File: src/rtl/gww_pkg.sv
// Shared types and constants for the greedy word wrap block.
// Used by the channel interfaces, the glyph table and the top level.
package gww_pkg;

  // Default sizes, handed to the top level parameters
  localparam int MAX_WORD_DEF   = 32;
  localparam int CODE_COUNT_DEF = 256;

  // Field widths
  localparam int REQ_W     = 2;
  localparam int CHAR_W    = 8;
  localparam int ADV_W     = 8;
  localparam int SUM_W     = 24;
  localparam int MAXW_W    = 16;
  localparam int GAP_W     = 8;
  localparam int SCALE_W   = 12;
  localparam int FRAC_W    = 8;
  localparam int PROD_W    = ADV_W + SCALE_W;
  localparam int SCALED_W  = PROD_W - FRAC_W;
  localparam int CFG_W     = 16;
  localparam int CFG_IDX_W = 2;

  // Request types
  localparam logic [REQ_W-1:0] REQ_TEXT  = 2'd0;
  localparam logic [REQ_W-1:0] REQ_END   = 2'd1;
  localparam logic [REQ_W-1:0] REQ_GLYPH = 2'd2;

  // Configuration register indexes
  localparam logic [CFG_IDX_W-1:0] CFG_MAX_LINE = 2'd0;
  localparam logic [CFG_IDX_W-1:0] CFG_WORD_GAP = 2'd1;
  localparam logic [CFG_IDX_W-1:0] CFG_SCALE    = 2'd2;

  // Configuration reset values
  localparam logic [MAXW_W-1:0]  MAXW_RST  = 16'hFFFF;
  localparam logic [GAP_W-1:0]   GAP_RST   = 8'd2;
  localparam logic [SCALE_W-1:0] SCALE_RST = 12'd256;

  // Character codes
  localparam logic [CHAR_W-1:0] CH_EOT = 8'd0;
  localparam logic [CHAR_W-1:0] CH_TAB = 8'd9;
  localparam logic [CHAR_W-1:0] CH_NL  = 8'd10;
  localparam logic [CHAR_W-1:0] CH_SP  = 8'd32;

  // Sequencer states
  typedef enum logic [2:0] {
    S_IDLE,
    S_MUL,
    S_ADD,
    S_CHK,
    S_NL,
    S_WORD,
    S_TAIL
  } state_t;

  // Kind of the request in flight
  typedef enum logic [1:0] {
    K_CHAR,
    K_WS,
    K_EOT
  } kind_t;

  // Glyph table write and read data
  typedef struct packed {
    logic              en;
    logic [CHAR_W-1:0] code;
    logic              present;
    logic [ADV_W-1:0]  advance;
  } glyph_wr_t;

  typedef struct packed {
    logic             present;
    logic [ADV_W-1:0] advance;
  } glyph_rd_t;

endpackage

File: src/rtl/gww_in_if.sv
// Input request channel of the word wrap block: valid/ready plus request fields.
// Depends on gww_pkg for field widths.
interface gww_in_if;
  import gww_pkg::*;

  logic              valid;
  logic              ready;
  logic [REQ_W-1:0]  req_type;
  logic [CHAR_W-1:0] char_code;
  logic              glyph_present;
  logic [ADV_W-1:0]  glyph_advance;

  modport source (
    output valid, req_type, char_code, glyph_present, glyph_advance,
    input  ready
  );

  modport sink (
    input  valid, req_type, char_code, glyph_present, glyph_advance,
    output ready
  );
endinterface

File: src/rtl/gww_out_if.sv
// Result channel of the word wrap block: valid/ready plus emitted character.
// Depends on gww_pkg for field widths.
interface gww_out_if;
  import gww_pkg::*;

  logic              valid;
  logic              ready;
  logic [CHAR_W-1:0] out_char;
  logic              run_last;
  logic              text_done;

  modport source (
    output valid, out_char, run_last, text_done,
    input  ready
  );

  modport sink (
    input  valid, out_char, run_last, text_done,
    output ready
  );
endinterface

File: src/rtl/gww_glyph_tab.sv
// Glyph table: present flag and advance per character code, registered read.
// Per-entry valid bits make unwritten entries read as absent. Uses gww_pkg.
module gww_glyph_tab #(
  parameter int CODE_COUNT = gww_pkg::CODE_COUNT_DEF
) (
  input  logic                       clk,
  input  logic                       rst_n,
  input  gww_pkg::glyph_wr_t         wr,
  input  logic [gww_pkg::CHAR_W-1:0] rd_code,
  output gww_pkg::glyph_rd_t         rd
);
  import gww_pkg::*;

  localparam int CIDX_W = $clog2(CODE_COUNT);

  logic [CODE_COUNT-1:0] vld_r;
  logic [ADV_W:0]        mem [CODE_COUNT];
  logic [ADV_W:0]        rdata_r;
  logic                  rvld_r;
  logic [CIDX_W-1:0]     wr_idx;
  logic [CIDX_W-1:0]     rd_idx;

  assign wr_idx = wr.code[CIDX_W-1:0];
  assign rd_idx = rd_code[CIDX_W-1:0];

  // Mark entries as written
  always_ff @(posedge clk) begin
    if (!rst_n) begin
      vld_r <= '0;
    end else if (wr.en) begin
      vld_r[wr_idx] <= 1'b1;
    end
  end

  // Write and read the table storage
  always_ff @(posedge clk) begin
    if (wr.en) begin
      mem[wr_idx] <= {wr.present, wr.advance};
    end
    rdata_r <= mem[rd_idx];
    rvld_r  <= vld_r[rd_idx];
  end

  assign rd.present = rvld_r & rdata_r[ADV_W];
  assign rd.advance = rdata_r[ADV_W-1:0];

endmodule

File: src/rtl/greedy_word_wrap.sv
// Greedy word wrap. Takes text one character per request on in_ch and emits
// the wrapped text on out_ch, inserting a newline ahead of a word that would
// push the line past max_line_width.
// Requests: text character, end of text, or a glyph table write. The config
// port (cfg_we/cfg_idx/cfg_wdata) sets max_line_width, word_gap and scale_q8.
// Sequencing: one request at a time under a small sequencer. A glyph write
// is done on acceptance. A word character goes through table read, scale
// multiply and width add; the one that fills the buffer adds the wrap check
// and the flush. A whitespace request goes through table read, scale multiply
// and wrap check, then emits in turn an optional newline, the buffered word
// and the whitespace itself. End of text skips the multiply. One multiplier
// and the single shared adder serve all steps; the word buffer is read one
// character per cycle: one result per cycle while the receiver keeps up.
// Results go through a one-entry output register; a stalled receiver holds
// the sequencer at the current emission until the register frees up.
// Reset: registers take their reset values, line and word are empty, and all
// glyph table entries read as absent at once (no clearing pass).
// Files: gww_pkg, gww_in_if, gww_out_if, gww_glyph_tab.
module greedy_word_wrap #(
  parameter int MAX_WORD   = gww_pkg::MAX_WORD_DEF,
  parameter int CODE_COUNT = gww_pkg::CODE_COUNT_DEF
) (
  input  logic                          clk,
  input  logic                          rst_n,
  input  logic                          cfg_we,
  input  logic [gww_pkg::CFG_IDX_W-1:0] cfg_idx,
  input  logic [gww_pkg::CFG_W-1:0]     cfg_wdata,
  gww_in_if.sink                        in_ch,
  gww_out_if.source                     out_ch
);
  import gww_pkg::*;

  localparam int LEN_W  = $clog2(MAX_WORD + 1);
  localparam int AW     = $clog2(MAX_WORD);
  localparam int SUMX_W = SUM_W + 1;

  // Configuration registers
  logic [MAXW_W-1:0]  maxw_r;
  logic [GAP_W-1:0]   gap_r;
  logic [SCALE_W-1:0] scale_r;

  // Sequencer and running sums
  state_t             state_r, state_nxt;
  logic [SUM_W-1:0]   line_r, line_nxt;
  logic [SUM_W-1:0]   word_r, word_nxt;
  logic [LEN_W-1:0]   len_r, len_nxt;
  logic [LEN_W-1:0]   idx_r, idx_nxt;

  // Request in flight
  logic [CHAR_W-1:0]   code_r;
  kind_t               kind_r, kind_nxt;
  logic                inr_r;
  logic [SCALED_W-1:0] adv_r, adv_nxt;

  // Output register
  logic              out_valid_r, out_valid_nxt;
  logic [CHAR_W-1:0] out_char_r;
  logic              run_last_r;
  logic              text_done_r;

  // Emission request from the sequencer
  logic              emit;
  logic [CHAR_W-1:0] emit_char;
  logic              emit_last;
  logic              emit_done;
  logic              out_free;

  logic              in_fire;
  logic              in_range;
  logic              is_ws;
  glyph_wr_t         gwr;
  glyph_rd_t         grd;

  logic [ADV_W-1:0]  base;
  logic [PROD_W-1:0] prod;

  logic [SUM_W-1:0]  add_a, add_b, add_sat;
  logic [SUMX_W-1:0] add_sum;
  logic              over;

  logic [CHAR_W-1:0] word_mem [MAX_WORD];
  logic [CHAR_W-1:0] ws_rdata_r;
  logic              ws_we;
  logic              ws_rd_ok;
  logic [LEN_W-1:0]  len_inc;
  logic [LEN_W-1:0]  len_new;
  logic [LEN_W-1:0]  idx_inc;
  logic              word_last;

  assign in_ch.ready = (state_r == S_IDLE);
  assign in_fire     = in_ch.valid & in_ch.ready;
  assign in_range    = {1'b0, in_ch.char_code} < (CHAR_W + 1)'(CODE_COUNT);
  assign is_ws       = (in_ch.char_code == CH_SP) || (in_ch.char_code == CH_TAB) ||
                       (in_ch.char_code == CH_NL);
  assign out_free    = !out_valid_r || out_ch.ready;

  // Write configuration registers
  always_ff @(posedge clk) begin
    if (!rst_n) begin
      maxw_r  <= MAXW_RST;
      gap_r   <= GAP_RST;
      scale_r <= SCALE_RST;
    end else if (cfg_we) begin
      case (cfg_idx)
        CFG_MAX_LINE: maxw_r  <= cfg_wdata[MAXW_W-1:0];
        CFG_WORD_GAP: gap_r   <= cfg_wdata[GAP_W-1:0];
        CFG_SCALE:    scale_r <= cfg_wdata[SCALE_W-1:0];
        default:      ;
      endcase
    end
  end

  // Glyph table, written by glyph requests, read at every incoming code
  assign gwr.en      = in_fire && (in_ch.req_type == REQ_GLYPH) && in_range;
  assign gwr.code    = in_ch.char_code;
  assign gwr.present = in_ch.glyph_present;
  assign gwr.advance = in_ch.glyph_advance;

  gww_glyph_tab #(
    .CODE_COUNT (CODE_COUNT)
  ) u_glyph_tab (
    .clk     (clk),
    .rst_n   (rst_n),
    .wr      (gwr),
    .rd_code (in_ch.char_code),
    .rd      (grd)
  );

  // Scale the advance: one multiply, result truncated to whole units
  assign base    = (inr_r && grd.present) ? grd.advance : gap_r;
  assign prod    = {{SCALE_W{1'b0}}, base} * {{ADV_W{1'b0}}, scale_r};
  assign adv_nxt = (state_r == S_MUL) ? prod[PROD_W-1:FRAC_W] : adv_r;

  // Shared adder: word+advance, line+word, or line+advance, saturating
  assign add_a   = (state_r == S_ADD) ? word_r : line_r;
  assign add_b   = ((state_r == S_ADD) || (state_r == S_TAIL)) ? SUM_W'(adv_r) : word_r;
  assign add_sum = {1'b0, add_a} + {1'b0, add_b};
  assign add_sat = add_sum[SUM_W] ? {SUM_W{1'b1}} : add_sum[SUM_W-1:0];
  assign over    = add_sum > SUMX_W'(maxw_r);

  // Word buffer indexing
  assign ws_we     = (state_r == S_ADD) && (len_r < LEN_W'(MAX_WORD));
  assign len_inc   = len_r + LEN_W'(1);
  assign len_new   = ws_we ? len_inc : len_r;
  assign idx_inc   = idx_r + LEN_W'(1);
  assign word_last = (idx_inc == len_r);
  assign ws_rd_ok  = idx_nxt < LEN_W'(MAX_WORD);

  // Word buffer: write the new character, prefetch the next one to emit
  always_ff @(posedge clk) begin
    if (ws_we) begin
      word_mem[len_r[AW-1:0]] <= code_r;
    end
    if (ws_rd_ok) begin
      ws_rdata_r <= word_mem[idx_nxt[AW-1:0]];
    end
  end

  // Classify an accepted text request
  always_comb begin
    if ((in_ch.req_type == REQ_END) || (in_ch.char_code == CH_EOT)) begin
      kind_nxt = K_EOT;
    end else if (is_ws) begin
      kind_nxt = K_WS;
    end else begin
      kind_nxt = K_CHAR;
    end
  end

  // Next state and emissions
  always_comb begin
    state_nxt = state_r;
    line_nxt  = line_r;
    word_nxt  = word_r;
    len_nxt   = len_r;
    idx_nxt   = '0;
    emit      = 1'b0;
    emit_char = CH_EOT;
    emit_last = 1'b0;
    emit_done = 1'b0;

    case (state_r)
      S_IDLE: begin
        if (in_fire) begin
          case (in_ch.req_type)
            REQ_TEXT, REQ_END: begin
              state_nxt = (kind_nxt == K_EOT) ? S_CHK : S_MUL;
            end
            default: ;
          endcase
        end
      end

      S_MUL: begin
        state_nxt = (kind_r == K_CHAR) ? S_ADD : S_CHK;
      end

      // Add a character to the word; flush it once the buffer is full
      S_ADD: begin
        len_nxt   = len_new;
        word_nxt  = add_sat;
        state_nxt = (len_new >= LEN_W'(MAX_WORD)) ? S_CHK : S_IDLE;
      end

      // Decide on a wrap ahead of the buffered word
      S_CHK: begin
        if (len_r == '0) begin
          state_nxt = (kind_r == K_CHAR) ? S_IDLE : S_TAIL;
        end else if (over) begin
          state_nxt = S_NL;
        end else begin
          state_nxt = S_WORD;
        end
      end

      S_NL: begin
        if (out_free) begin
          emit      = 1'b1;
          emit_char = CH_NL;
          line_nxt  = '0;
          state_nxt = S_WORD;
        end
      end

      // Emit the buffered word one character per cycle while out_free holds
      S_WORD: begin
        idx_nxt = idx_r;
        if (out_free) begin
          emit      = 1'b1;
          emit_char = ws_rdata_r;
          if (word_last) begin
            emit_last = (kind_r == K_CHAR);
            line_nxt  = add_sat;
            len_nxt   = '0;
            word_nxt  = '0;
            state_nxt = (kind_r == K_CHAR) ? S_IDLE : S_TAIL;
          end else begin
            idx_nxt = idx_inc;
          end
        end
      end

      // Emit the whitespace or the terminator, then settle the line width
      S_TAIL: begin
        if (out_free) begin
          emit      = 1'b1;
          emit_last = 1'b1;
          if (kind_r == K_EOT) begin
            emit_char = CH_EOT;
            emit_done = 1'b1;
            line_nxt  = '0;
            len_nxt   = '0;
            word_nxt  = '0;
          end else begin
            emit_char = code_r;
            line_nxt  = (code_r == CH_NL) ? '0 : add_sat;
          end
          state_nxt = S_IDLE;
        end
      end

      default: begin
        state_nxt = S_IDLE;
      end
    endcase
  end

  // Hold a result until the receiver takes it
  always_comb begin
    if (emit) begin
      out_valid_nxt = 1'b1;
    end else if (out_ch.ready) begin
      out_valid_nxt = 1'b0;
    end else begin
      out_valid_nxt = out_valid_r;
    end
  end

  // Control registers
  always_ff @(posedge clk) begin
    if (!rst_n) begin
      state_r     <= S_IDLE;
      line_r      <= '0;
      word_r      <= '0;
      len_r       <= '0;
      idx_r       <= '0;
      out_valid_r <= 1'b0;
    end else begin
      state_r     <= state_nxt;
      line_r      <= line_nxt;
      word_r      <= word_nxt;
      len_r       <= len_nxt;
      idx_r       <= idx_nxt;
      out_valid_r <= out_valid_nxt;
    end
  end

  // Payload registers
  always_ff @(posedge clk) begin
    if (in_fire) begin
      code_r <= in_ch.char_code;
      kind_r <= kind_nxt;
      inr_r  <= in_range;
    end
    adv_r <= adv_nxt;
    if (emit) begin
      out_char_r  <= emit_char;
      run_last_r  <= emit_last;
      text_done_r <= emit_done;
    end
  end

  assign out_ch.valid     = out_valid_r;
  assign out_ch.out_char  = out_char_r;
  assign out_ch.run_last  = run_last_r;
  assign out_ch.text_done = text_done_r;

endmodule
File: src/flat_wrapper.sv
// flat-port wrapper written by rule: the top's interface ports become plain ports
module greedy_word_wrap_flat import gww_pkg::*;
#(
  parameter int MAX_WORD   = gww_pkg::MAX_WORD_DEF,
  parameter int CODE_COUNT = gww_pkg::CODE_COUNT_DEF
)
  (clk, rst_n, cfg_we, cfg_idx, cfg_wdata, in_ch_valid, in_ch_req_type, in_ch_char_code, in_ch_glyph_present, in_ch_glyph_advance, in_ch_ready, out_ch_valid, out_ch_out_char, out_ch_run_last, out_ch_text_done, out_ch_ready);
  gww_in_if in_ch_i ();
  gww_out_if out_ch_i ();
  input  logic clk;
  input  logic rst_n;
  input  logic cfg_we;
  input  logic [gww_pkg::CFG_IDX_W-1:0] cfg_idx;
  input  logic [gww_pkg::CFG_W-1:0] cfg_wdata;
  input wire logic [$bits(in_ch_i.valid)-1:0] in_ch_valid;
  input wire logic [$bits(in_ch_i.req_type)-1:0] in_ch_req_type;
  input wire logic [$bits(in_ch_i.char_code)-1:0] in_ch_char_code;
  input wire logic [$bits(in_ch_i.glyph_present)-1:0] in_ch_glyph_present;
  input wire logic [$bits(in_ch_i.glyph_advance)-1:0] in_ch_glyph_advance;
  output wire logic [$bits(in_ch_i.ready)-1:0] in_ch_ready;
  output wire logic [$bits(out_ch_i.valid)-1:0] out_ch_valid;
  output wire logic [$bits(out_ch_i.out_char)-1:0] out_ch_out_char;
  output wire logic [$bits(out_ch_i.run_last)-1:0] out_ch_run_last;
  output wire logic [$bits(out_ch_i.text_done)-1:0] out_ch_text_done;
  input wire logic [$bits(out_ch_i.ready)-1:0] out_ch_ready;
  assign in_ch_i.valid = in_ch_valid;
  assign in_ch_i.req_type = in_ch_req_type;
  assign in_ch_i.char_code = in_ch_char_code;
  assign in_ch_i.glyph_present = in_ch_glyph_present;
  assign in_ch_i.glyph_advance = in_ch_glyph_advance;
  assign in_ch_ready = in_ch_i.ready;
  assign out_ch_valid = out_ch_i.valid;
  assign out_ch_out_char = out_ch_i.out_char;
  assign out_ch_run_last = out_ch_i.run_last;
  assign out_ch_text_done = out_ch_i.text_done;
  assign out_ch_i.ready = out_ch_ready;
  greedy_word_wrap #(.MAX_WORD(MAX_WORD), .CODE_COUNT(CODE_COUNT)) u_core (.clk(clk), .rst_n(rst_n), .cfg_we(cfg_we), .cfg_idx(cfg_idx), .cfg_wdata(cfg_wdata), .in_ch(in_ch_i), .out_ch(out_ch_i));
endmodule
File: config.mk
export PLATFORM = sky130hd
export DESIGN_NAME = greedy_word_wrap_flat
export DESIGN_NICKNAME = d
export VERILOG_FILES = /design/src/rtl/gww_pkg.sv /design/src/rtl/gww_in_if.sv /design/src/rtl/gww_out_if.sv /design/src/rtl/gww_glyph_tab.sv /design/src/rtl/greedy_word_wrap.sv /design/src/flat_wrapper.sv
export SDC_FILE = /design/constraint.sdc
export NUM_CORES = 2
export LEC_CHECK = 0
export BUFFER_PORTS_ARGS = -buffer_cell sky130_fd_sc_hd__buf_2
export CAP_MARGIN = 25
export CORE_ASPECT_RATIO = 0.75
export CORE_MARGIN = 4
export CORE_UTILIZATION = 27
export DETAILED_ROUTE_END_ITERATION = 8
export GPL_ROUTABILITY_DRIVEN = 0
export PLACE_DENSITY = 0.5
export SYNTH_ARGS = -nofsm -noshare
export SYNTH_HDL_FRONTEND = slang
export SYNTH_SLANG_ARGS = --single-unit
File: constraint.sdc
create_clock -name clk -period 9.14 [get_ports clk]
set_input_delay 1.371 -clock clk [delete_from_list [all_inputs] [get_ports clk]]
set_output_delay 1.371 -clock clk [all_outputs]
set_load 0.1 [all_outputs]
==> results by group <==
Pwr
  – Lkg Pwr: ~44 nW
  – Power, Total: around 28 mW
  – PD cells: about 210 mW/mm2
  – Peak supply drop: approximately 0.15 mV

Outcome
  – Status: complete, no violations

Logic synthesis
  – Synthesized area per cell: 18.0 um2
  – Ys Warns: 0
  – Most used DFF post-synth: edfxtp_1
  – Syn Inst Count: 6624
  – Synthesized flop and latch total: approximately 3000
  – Post-Syn Area: roughly 0.12 mm2
  – Most frequent cell after synthesis: edfxtp_1
  – Ys async rst share: 0%
  – Synth Net Count: 6808
  – Count of cell types in the netlist: 80
  – Leading area contributor after synthesis: edfxtp_1
  – Post-synth EDFFs: 2600
  – Top-area cell type share of the netlist area: 65.6%
  – Post-synth top cells: edfxtp_1, nor2_1, mux4_2
  – Synth area leaders: edfxtp_1, mux4_2, dfxtp_1, nor2_1, nand2_1
  – Seq/Total Area, Yosys: 71.8%

Clocking
  – Post-CTS setup buffer count: 0
  – Clock buffer count from CTS: 297
  – Hold buffers post-CTS: 0
  – Post-CTS resize count: 0
  – TritonCTS clock tree: yes
  – CTS clk-pin slew, worst paths: about 0.06 ns
  – Deepest clock path buffer count: 4
  – Clock root buffer: clkbuf_16
  – Later-pin clock latency in the skew report: slightly below 0.9 ns
  – CTS sink count: 2966
  – Depth of the CTS H-tree: 5

STA
  – Total negative slack: 0 ns
  – RSZ-0062 raised after global routing: no
  – Slew at the pin with the worst max-slew slack: 1.23 ns
  – Period utilization: 68.4%
  – Clock Skew: between 0.06 and 0.07 ns
  – Fmax: approximately 160 MHz
  – Fin Hold WS: ~0.45 ns
  – Slew HR: between 10% and 20%
  – Hold Vio Cnt, Final: 0
  – Final min period: 6.25 ns
  – Count of pins over their slew limit: 0
  – Finish-stage setup viols: 0

Drt
  – Antenna-violating nets left: 0
  – DRC Markers: 0
  – Avg WL per Cell: ~25 um
  – Router iterations before antenna repair: 6
  – WL final: ~330 mm
  – Vias: roughly 63000
  – DR iter-0 viols: a little under 7000
  – Vias per cell: slightly below 5

Die
  – Die X: between 700 and 800 um
  – Die Area: 0.451 mm2
  – Row count: between 200 and 250
  – Overall die height: between 500 and 600 um
  – Io pins: 54
  – Core ar.: 0.438 mm2
  – Initial core utilization: between 20% and 30%

Cells and area
  – Design area: about 0.14 mm2
  – Area growth syn-to-layout: 15.5%
  – Share of layout cells above drive strength 1: a little under a quarter
  – Non-filler cells, final: ~13000
  – Nets: between 7000 and 8000

Setup path
  – CP Capture Point: u_core.adv_r[11]$_DFFE_PP_
  – Most Frequent Cell on Critical Path: fa_1
  – Reg2Reg Depth: 20
  – CP max-delay cell: mux2i_1
  – Req. time, crit path: between 9 and 10 ns
  – CP max stage delay: around 0.87 ns
  – Crit path kind: flop to flop
  – R2r endpoint: u_core.adv_r[11]$_DFFE_PP_
  – Cells along the critical path: nand2_1 > mux2i_1 > nand2b_1 > fa_1 > fa_1 > inv_1 > fa_1 > inv_1 > fa_1 > inv_1 > ha_1 > a21o_1 > a21oi_1 > a31oi_1 > o31ai_1 > o21ai_0 > o21a_1 > o21a_1 > nor2_1 > xnor2_1
  – Reg2reg start: u_core.u_glyph_tab.rvld_r$_DFF_P_
  – Flop-to-flop setup slack: ~2.9 ns
  – Crit start category: flop
  – Crit path capture type: flop
  – Critical path data arrival time: around 6.9 ns
  – Crit path max fanout: 12
  – Crit path from: u_core.u_glyph_tab.rvld_r$_DFF_P_

Min path
  – Hold Path Class: flop to flop
  – Hold_sp: u_core.line_r[0]$_SDFFE_PN0P_

GRT
  – Largest net degree at the start of global routing: ~170
  – GRT overflow: 0
  – Number of global-route vias before repair: around 62000
  – Overall Global Routing Usage: roughly 14%
  – Global-route wire length before repair: roughly 470 mm
  – Initial antenna violation count: 27

Placed design
  – Cell area after placement: ~0.13 mm2
  – Inst Count DP: around 12000
  – Port Buf Inserts: 53
  – Post-DP HPWL: 201 mm

Run
  – Max-Cap Viols: 0
-- how the worst min path moves through the flow --
| stage | cells after the start | to | slack [ns] |
|---|---|---|---|
| final | 2 | u_core.line_r[0]$_SDFFE_PN0P_ | 0.45 |
| after global routing | 2 | u_core.line_r[1]$_SDFFE_PN0P_ | 0.47 |
| after CTS | 2 | u_core.line_r[0]$_SDFFE_PN0P_ | 0.46 |
| after detailed placement | 2 | u_core.line_r[0]$_SDFFE_PN0P_ | 0.45 |
| after global placement | 2 | u_core.line_r[7]$_SDFFE_PN0P_ | 0.44 |
| after floorplan | 2 | u_core.line_r[0]$_SDFFE_PN0P_ | 0.43 |
-- logic make-up (layout without fill, tap and decap cells) --
family	count (synthesis)	count (layout)	share of synthesized area [%]
compound gates	336	336	1.98
xor+xnor	42	42	0.309
fa+ha+maj	142	142	1.87
buf+inv	457	967	1.67
flops	2966	2966	71.8
mux	866	866	16.0
other cells	0	11	0
simple gates	1815	1815	6.39
-- critical path, delay by kind of cell, from the launching register on --
family                   cells  cell delay, ns
XOR/XNOR                     1            0.09
multiplexers                 1            0.87
AO/OA/AOI/OAI                7            1.66
adder cells (fa/ha/maj)      5            2.27
buffers and inverters        3            0.15
flip-flops                   1            0.31
AND/OR/NAND/NOR              3            0.63
-- state kept, by name (all words and copies together), names as in the netlist, 2 cells and up --
signal	flops
u_core.out_ch.out_char	8
u_core.maxw_r	16
u_core.u_glyph_tab.mem	2304
u_core.ws_rdata_r	8
u_core.scale_r	12
u_core.len_r	6
u_core.u_glyph_tab.rdata_r	9
u_core.kind_r	2
u_core.code_r	8
u_core.idx_r	6
u_core.gap_r	8
u_core.line_r	24
u_core.word_mem	256
u_core.adv_r	12
u_core.u_glyph_tab.vld_r	256
u_core.word_r	24
u_core.state_r	3
-- cell usage in the layout (no fill, tap or decap), types with 19 or more instances in the layout --
master	count
buf_2	38
clkbuf_8	23
clkbuf_1	77
o21ai_0	47
buf_6	79
fa_1	60
bufinv_16	19
ha_1	82
nor2_1	946
mux2i_1	27
clkinv_2	48
inv_1	82
nand2_1	543
and3_1	72
buf_4	199
edfxtp_1	2600
nor2b_1	51
clkbuf_16	306
dfxtp_1	366
nand2b_1	26
nand3_1	33
xnor2_1	26
and2_1	49
a311oi_1	61
a22oi_1	22
a21oi_1	73
mux4_2	827
clkinv_1	39
-- per-stage QoR --
stage,util (%),setup slack (ns)
floorplan,-,3.80
global placement,28.8,2.83
detailed placement,29.1,2.87
CTS,31.2,2.87
global route,31.4,2.42
finish,31.4,2.89
-- cell type report --
type	instances	area (um2)
sequential	2966	85400
tap	5830	7290
clock buffer	401	8190
inverter	83	319
multi-input combinational	3201	31700
antenna	11	27.5
fill	42210	300000
clock inverter	136	1290
timing repair buffer	347	3150
-- per-layer routing --
layer	vias up	part of all wire (%)	GRT usage (%)
li1	26443	-	-
met1	33395	45	20.7
met2	2255	43	20.7
met3	410	8.7	3.78
met4	6	2.4	3.36
met5	-	0.036	0.138
-- power breakdown --
group	switching, mW	leakage, nW	internal (mW)
logic	0.943	13.0	0.475
clock network	5.25	4.63	6.87
registers	0.0286	26.3	14.8
total	6.23	44.0	22.1
(Power assumes the default switching activity.)
